--- src/sv/fmn_pkg.sv ---
// Shared constants, types and the sequencer state encoding for the modular factorial block.
package fmn_pkg;

    localparam int          MODULUS_W      = 32;
    localparam int unsigned MODULUS_RESET  = 32'd1000000007;
    localparam int          COUNT_BITS_DEF = 16;

    typedef enum logic [1:0] {
        ST_IDLE,
        ST_START,
        ST_WAIT,
        ST_FINISH
    } t_state;

    // Request from the sequencer to the multiply-reduce unit.
    typedef struct packed {
        logic                 start;
        logic [MODULUS_W-1:0] operand;
    } t_mm_req;

    // Response from the multiply-reduce unit.
    typedef struct packed {
        logic                 done;
        logic [MODULUS_W-1:0] result;
    } t_mm_rsp;

endpackage

--- src/sv/fmn_count_if.sv ---
// Valid/ready channel that carries the input count.
interface fmn_count_if #(
    parameter int COUNT_BITS = fmn_pkg::COUNT_BITS_DEF
);
    logic                  valid;
    logic                  ready;
    logic [COUNT_BITS-1:0] count;

    modport source (output valid, output count, input ready);
    modport sink   (input valid, input count, output ready);
endinterface

--- src/sv/fmn_result_if.sv ---
// Valid/ready channel that carries the factorial result.
interface fmn_result_if;
    logic                           valid;
    logic                           ready;
    logic [fmn_pkg::MODULUS_W-1:0]  result;

    modport source (output valid, output result, input ready);
    modport sink   (input valid, input result, output ready);
endinterface

--- src/sv/fmn_mulmod.sv ---
// Shared multiply-reduce unit: one multiply, then a bit-serial restoring reduction.
module fmn_mulmod #(
    parameter int COUNT_BITS = fmn_pkg::COUNT_BITS_DEF
) (
    input  logic                           i_clk,
    input  logic                           i_rst_n,
    input  fmn_pkg::t_mm_req               i_req,
    input  logic [COUNT_BITS-1:0]          i_mult,
    input  logic [fmn_pkg::MODULUS_W-1:0]  i_modulus,
    output fmn_pkg::t_mm_rsp               o_rsp
);
    import fmn_pkg::*;

    localparam int PW = MODULUS_W + COUNT_BITS;
    localparam int CW = $clog2(PW + 1);

    logic                 r_busy;
    logic                 r_done;
    logic [CW-1:0]        r_cnt;
    logic [PW-1:0]        r_prod;
    logic [MODULUS_W-1:0] r_rem;

    logic [MODULUS_W:0]   w_div;
    logic [MODULUS_W:0]   w_shift;
    logic [MODULUS_W:0]   w_diff;
    logic [MODULUS_W-1:0] w_next;

    // A zero modulus acts as 2^32, which keeps the low 32 bits of the product.
    always_comb begin
        w_div   = {(i_modulus == '0), i_modulus};
        w_shift = {r_rem, r_prod[PW-1]};
        w_diff  = w_shift - w_div;
        if (w_shift >= w_div) begin
            w_next = w_diff[MODULUS_W-1:0];
        end else begin
            w_next = w_shift[MODULUS_W-1:0];
        end
    end

    always_ff @(posedge i_clk) begin
        if (!i_rst_n) begin
            r_busy <= 1'b0;
            r_done <= 1'b0;
            r_cnt  <= '0;
        end else begin
            r_done <= 1'b0;
            if (i_req.start) begin
                r_prod <= PW'(i_req.operand) * PW'(i_mult);
                r_rem  <= '0;
                r_cnt  <= CW'(PW);
                r_busy <= 1'b1;
            end else if (r_busy) begin
                r_rem  <= w_next;
                r_prod <= r_prod << 1;
                r_cnt  <= r_cnt - CW'(1);
                if (r_cnt == CW'(1)) begin
                    r_busy <= 1'b0;
                    r_done <= 1'b1;
                end
            end
        end
    end

    assign o_rsp.done   = r_done;
    assign o_rsp.result = r_rem;

endmodule

--- src/sv/factorial_mod_n.sv ---
// Top level of the modular factorial block: sequencer, modulus register and result register.
//
//   Channel   Direction  Payload                     Transfer when
//   i_count   in         count [COUNT_BITS-1:0]      valid && ready
//   o_result  out        result [31:0]               valid && ready
//   i_cfg_*   in         modulus [31:0]              i_cfg_we
//
// A count of m runs m multiply-reduce steps, or fewer when the product reaches
// zero early: every step runs one multiply followed by a one-bit-per-cycle
// reduction of the 32+COUNT_BITS bit product in the shared multiply-reduce
// unit. A count of zero skips the multiply-reduce unit.
// Reset is synchronous and active low; the modulus returns to 1000000007.
// The input is not ready while an item is in progress. A finished result waits
// in the output register, and the next count may be taken while it waits.
module factorial_mod_n #(
    parameter int COUNT_BITS = fmn_pkg::COUNT_BITS_DEF
) (
    input  logic                           i_clk,
    input  logic                           i_rst_n,
    input  logic                           i_cfg_we,
    input  logic [fmn_pkg::MODULUS_W-1:0]  i_cfg_wdata,
    fmn_count_if.sink                      i_count,
    fmn_result_if.source                   o_result
);
    import fmn_pkg::*;

    t_state                r_state;
    t_state                n_state;
    logic [MODULUS_W-1:0]  r_modulus;
    logic [COUNT_BITS-1:0] r_count;
    logic [COUNT_BITS-1:0] n_count;
    logic [COUNT_BITS-1:0] r_idx;
    logic [COUNT_BITS-1:0] n_idx;
    logic [MODULUS_W-1:0]  r_prod;
    logic [MODULUS_W-1:0]  n_prod;
    logic                  r_out_valid;
    logic                  n_out_valid;
    logic [MODULUS_W-1:0]  r_out_result;
    logic [MODULUS_W-1:0]  n_out_result;

    t_mm_req               w_req;
    t_mm_rsp               w_rsp;
    logic                  w_in_xfer;
    logic                  w_out_xfer;

    fmn_mulmod #(
        .COUNT_BITS (COUNT_BITS)
    ) u_mulmod (
        .i_clk     (i_clk),
        .i_rst_n   (i_rst_n),
        .i_req     (w_req),
        .i_mult    (r_idx),
        .i_modulus (r_modulus),
        .o_rsp     (w_rsp)
    );

    assign i_count.ready   = (r_state == ST_IDLE);
    assign w_in_xfer       = i_count.valid && i_count.ready;
    assign w_out_xfer      = r_out_valid && o_result.ready;
    assign o_result.valid  = r_out_valid;
    assign o_result.result = r_out_result;

    // The sequencer walks the multiplier from 1 up to the count. It stops early
    // when the product reaches zero, since every later step would keep it there.
    always_comb begin
        n_state      = r_state;
        n_count      = r_count;
        n_idx        = r_idx;
        n_prod       = r_prod;
        n_out_valid  = r_out_valid;
        n_out_result = r_out_result;
        w_req.start   = 1'b0;
        w_req.operand = r_prod;

        if (w_out_xfer) begin
            n_out_valid = 1'b0;
        end

        case (r_state)
            ST_IDLE: begin
                if (w_in_xfer) begin
                    n_count = i_count.count;
                    n_idx   = COUNT_BITS'(1);
                    n_prod  = MODULUS_W'(1);
                    // A count of zero gives 1 with no reduction at all.
                    if (i_count.count == '0) begin
                        n_state = ST_FINISH;
                    end else begin
                        n_state = ST_START;
                    end
                end
            end
            ST_START: begin
                w_req.start = 1'b1;
                n_state     = ST_WAIT;
            end
            ST_WAIT: begin
                if (w_rsp.done) begin
                    n_prod = w_rsp.result;
                    if ((w_rsp.result == '0) || (r_idx == r_count)) begin
                        n_state = ST_FINISH;
                    end else begin
                        n_idx   = r_idx + COUNT_BITS'(1);
                        n_state = ST_START;
                    end
                end
            end
            ST_FINISH: begin
                // The result register must be empty or emptying this cycle.
                if (!r_out_valid || o_result.ready) begin
                    n_out_valid  = 1'b1;
                    n_out_result = r_prod;
                    n_state      = ST_IDLE;
                end
            end
            default: begin
                n_state = ST_IDLE;
            end
        endcase
    end

    always_ff @(posedge i_clk) begin
        if (!i_rst_n) begin
            r_state     <= ST_IDLE;
            r_out_valid <= 1'b0;
            r_modulus   <= MODULUS_RESET;
        end else begin
            r_state     <= n_state;
            r_out_valid <= n_out_valid;
            if (i_cfg_we) begin
                r_modulus <= i_cfg_wdata;
            end
        end
    end

    always_ff @(posedge i_clk) begin
        r_count      <= n_count;
        r_idx        <= n_idx;
        r_prod       <= n_prod;
        r_out_result <= n_out_result;
    end

endmodule
--- src/flat_wrapper.sv ---
// flat-port wrapper written by rule: the top's interface ports become plain ports
module factorial_mod_n_flat import fmn_pkg::*;
#(
    parameter int COUNT_BITS = fmn_pkg::COUNT_BITS_DEF
)
  (i_clk, i_rst_n, i_cfg_we, i_cfg_wdata, i_count_valid, i_count_count, i_count_ready, o_result_valid, o_result_result, o_result_ready);
  fmn_count_if #(.COUNT_BITS(COUNT_BITS)) i_count_i ();
  fmn_result_if o_result_i ();
  input  logic i_clk;
  input  logic i_rst_n;
  input  logic i_cfg_we;
  input  logic [fmn_pkg::MODULUS_W-1:0] i_cfg_wdata;
  input wire logic [$bits(i_count_i.valid)-1:0] i_count_valid;
  input wire logic [$bits(i_count_i.count)-1:0] i_count_count;
  output wire logic [$bits(i_count_i.ready)-1:0] i_count_ready;
  output wire logic [$bits(o_result_i.valid)-1:0] o_result_valid;
  output wire logic [$bits(o_result_i.result)-1:0] o_result_result;
  input wire logic [$bits(o_result_i.ready)-1:0] o_result_ready;
  assign i_count_i.valid = i_count_valid;
  assign i_count_i.count = i_count_count;
  assign i_count_ready = i_count_i.ready;
  assign o_result_valid = o_result_i.valid;
  assign o_result_result = o_result_i.result;
  assign o_result_i.ready = o_result_ready;
  factorial_mod_n #(.COUNT_BITS(COUNT_BITS)) u_core (.i_clk(i_clk), .i_rst_n(i_rst_n), .i_cfg_we(i_cfg_we), .i_cfg_wdata(i_cfg_wdata), .i_count(i_count_i), .o_result(o_result_i));
endmodule
--- config.mk ---
export PLATFORM = sky130hd
export DESIGN_NAME = factorial_mod_n_flat
export DESIGN_NICKNAME = d
export VERILOG_FILES = /design/src/sv/fmn_pkg.sv /design/src/sv/fmn_count_if.sv /design/src/sv/fmn_result_if.sv /design/src/sv/fmn_mulmod.sv /design/src/sv/factorial_mod_n.sv /design/src/flat_wrapper.sv
export SDC_FILE = /design/constraint.sdc
export NUM_CORES = 2
export LEC_CHECK = 0
export BUFFER_PORTS_ARGS = -buffer_cell sky130_fd_sc_hd__buf_4
export CAP_MARGIN = 20
export CORE_MARGIN = 4
export CORE_UTILIZATION = 45
export CTS_BUF_LIST = sky130_fd_sc_hd__clkbuf_8
export CTS_CLUSTER_DIAMETER = 120
export CTS_CLUSTER_SIZE = 24
export DETAILED_ROUTE_END_ITERATION = 8
export HOLD_SLACK_MARGIN = 0.15
export PLACE_DENSITY = 0.58
export SETUP_SLACK_MARGIN = 0.2
export SYNTH_ARGS = -nofsm -noshare
export SYNTH_HDL_FRONTEND = slang
export SYNTH_SLANG_ARGS = --single-unit
--- constraint.sdc ---
create_clock -name i_clk -period 13.1 [get_ports i_clk]
set_clock_uncertainty 0.2 [all_clocks]
set_input_delay 2.62 -clock i_clk [delete_from_list [all_inputs] [get_ports i_clk]]
set_output_delay 2.62 -clock i_clk [all_outputs]
set_load 0.02 [all_outputs]
==> metrics.txt <==
grt met2 use=40.4%; number of global-route vias before repair=~21000; Clk pin slew, worst setup/hold paths=~0.15 ns; Final setup viols=0; Net count, final=between 3000 and 4000; Final Cycle Share=60.1%; endpoints failing hold=0; max-cap violation count=0; nature of the critical path startpoint=flop; Netlist cell types=about 80; Antenna Nets Post-Route=0; post-DR vias/cell=5.41; fillers=approximately 5700; Worst R2R Path Depth=19; critical path fanouts, max=20; clk buf depth=3; status=finished clean; chip width=about 250 µm; Mapped Cells=2903; yosys warns=0; FFs w/ async S/R, synth=0%; main flop type after synthesis=edfxtp_1; DR WL/cell=between 20 and 25 µm; Starting Density=a little under half; total gr overflow=0; max frequency=about 0.13 GHz; CTS buffer count=14; CTS-repair resized insts=0; mapped cell area=between 20000 and 30000 µm²; critical path class=reg2reg; Slew Limit Headroom=a little under a quarter; Post-synth EDFFs=176; CTS Root Buffer Type=clkbuf_8; Layout area overhead=5.43%; I/O Buffers=86; share of the synthesized area in the top cell type=between 30% and 40%; post-synthesis sequential area ratio=22.6%; largest net degree at the start of global routing=86; Residual DRC=0; clk sinks=219; Final Critical Period=between 7 and 8 ns; GR Util met1=31.1%; die area=approximately 64000 µm²; Req. time, crit path=13.23 ns; layer with the highest usage=met2; Clock Latency Late Sink=around 0.59 ns; Core Region=between 50000 and 60000 µm²; DP Wirelength=slightly below 60 mm; cell taking the most area after synthesis=fa_1; final wirelength=74.7 mm; setup tns final=0 ns; post-CTS setup buffers=0; synth top area cells=fa_1 31%, edfxtp_1 19%, ha_1 7.2%; WP data arrival=8.00 ns; layout cells sized above 1=roughly 5.6%; TritonRoute pass-1 iters=5; worst hold path stage count=2; register bit total from synthesis=219; DIE HEIGHT=~250 µm; actual slew at the worst max-slew pin=1.15 ns; Synth Net Count=3531; H-tree Lvls=1; min-delay worst type=reg2reg; initial drt markers=~1200; io pins=between 80 and 90; met3 usage=~2.3%; unrepaired setup endpoints after global routing=no; GRT Resource Usage Total=23.4%; fin. max-slew vios=0; first-pass GRT wire length=between 100 and 150 mm; total number of vias=between 15000 and 20000; hold_buf cts=0; Synth Area per Inst=9.37 µm²; CTS tree=yes; row cnt=89; routability cong.=approximately 0.90; initial antenna violation count=2; CP Capture Type=flop
-- sequential cells by signal (all words and copies together), names as in the netlist, 6 cells and up --
register,cells
u_core.u_mulmod.r_prod,48
u_core.o_result.result,32
u_core.r_modulus,32
u_core.r_prod,32
u_core.u_mulmod.r_rem,32
u_core.r_count,16
u_core.r_idx,16
u_core.u_mulmod.r_cnt,6
-- Yosys cell counts (all sizes together), types with 23 or more instances --
cell	count
a21oi	82
ha	156
nand2	435
and3	24
fa	419
nor2	87
xnor2	65
and2	247
nor4	25
nor2b	28
dfxtp	43
o211ai	27
nand3	42
edfxtp	176
o21ai	83
mux2i	43
nand4	27
buf	23
xor2	34
clkbuf	143
a21o	32
inv	512
-- cell type report --
cell class / count / area [µm²] / share of cell area, %
antenna: 1 / 2.50 / 0.00872
clock buffer: 15 / 206 / 0.719
clock inverter: 9 / 63.8 / 0.222
inverter: 512 / 1920 / 6.70
multi-input combinational: 2006 / 18500 / 64.4
sequential: 219 / 6150 / 21.4
tap: 773 / 967 / 3.37
timing repair buffer: 117 / 898 / 3.13
-- per-layer routing --
metal,vias to the layer above,routed length [µm]
li1,9077,-
met3,117,3650
met5,-,0
met2,591,36900
met4,0,2960
met1,9961,31200
-- worst max-delay path, stage by stage (launching register included) --
cell,delay (ns)
edfxtp_1,1.11
nand2_1,0.19
fa_1,0.58
inv_1,0.06
fa_1,0.56
fa_1,0.44
fa_1,0.46
fa_1,0.53
inv_1,0.07
fa_1,0.54
inv_1,0.04
ha_1,0.39
a21o_1,0.23
a211oi_2,0.26
nor2_1,0.11
o311ai_1,0.47
nand3_1,0.25
a311o_1,0.48
or4_1,0.42
a32o_1,0.23
-- cell families (layout without fill, tap and decap cells) --
family,Yosys count,count (layout),synth area share [%]
simple gates,956,956,17.1
buf+inv,678,653,9.65
fa+ha+maj,575,575,38.0
compound gates,332,332,7.90
flops,219,219,22.6
xor+xnor,99,99,3.19
mux,44,44,1.62
other cells,0,1,0
-- final timing paths --
kind,startpoint,end,slack (ns)
setup / recovery,u_core.r_idx[10]$_SDFFCE_PN0P_,u_core.u_mulmod.r_prod[42]$_DFFE_PP_,5.23
hold / removal,u_core.u_mulmod.r_prod[31]$_DFFE_PP_,u_core.u_mulmod.r_prod[32]$_DFFE_PP_,0.31
hold reg to reg,u_core.u_mulmod.r_prod[31]$_DFFE_PP_,u_core.u_mulmod.r_prod[32]$_DFFE_PP_,0.31
setup reg to reg,u_core.r_idx[10]$_SDFFCE_PN0P_,u_core.u_mulmod.r_prod[42]$_DFFE_PP_,5.23
-- cell usage in the layout (no fill, tap or decap), drive strengths merged, types with 8 or more instances in the layout --
cell type and count:
a211o 8, a211oi 14, a21o 32, a21oi 82, a31oi 11, and2 247
and3 24, buf 117, clkbuf 15, dfxtp 43, edfxtp 176, fa 419
ha 156, inv 521, mux2i 43, nand2 435, nand3 42, nand4 27
nor2 87, nor2b 28, nor3 15, nor4 25, o211ai 27, o21a 11
o21ai 83, o21bai 9, xnor2 65, xor2 34
-- metrics by stage --
step	utilization (%)	cell area, µm²	hold slack (ns)	cells	setup WS (ns)
6_report	48.3	28700	0.306	3652	5.23
5_1_grt	48.3	28700	0.331	3652	4.94
4_1_cts	48.2	28700	0.310	3650	5.31
3_5_place_dp	47.7	28400	0.277	3626	5.36
3_3_place_gp	47.7	28400	0.277	3626	5.38
2_1_floorplan	-	27200	0.269	2903	6.11
Power is not shown: default switching activity piles up to over one toggle a cycle in this logic, so the estimate is an artifact.
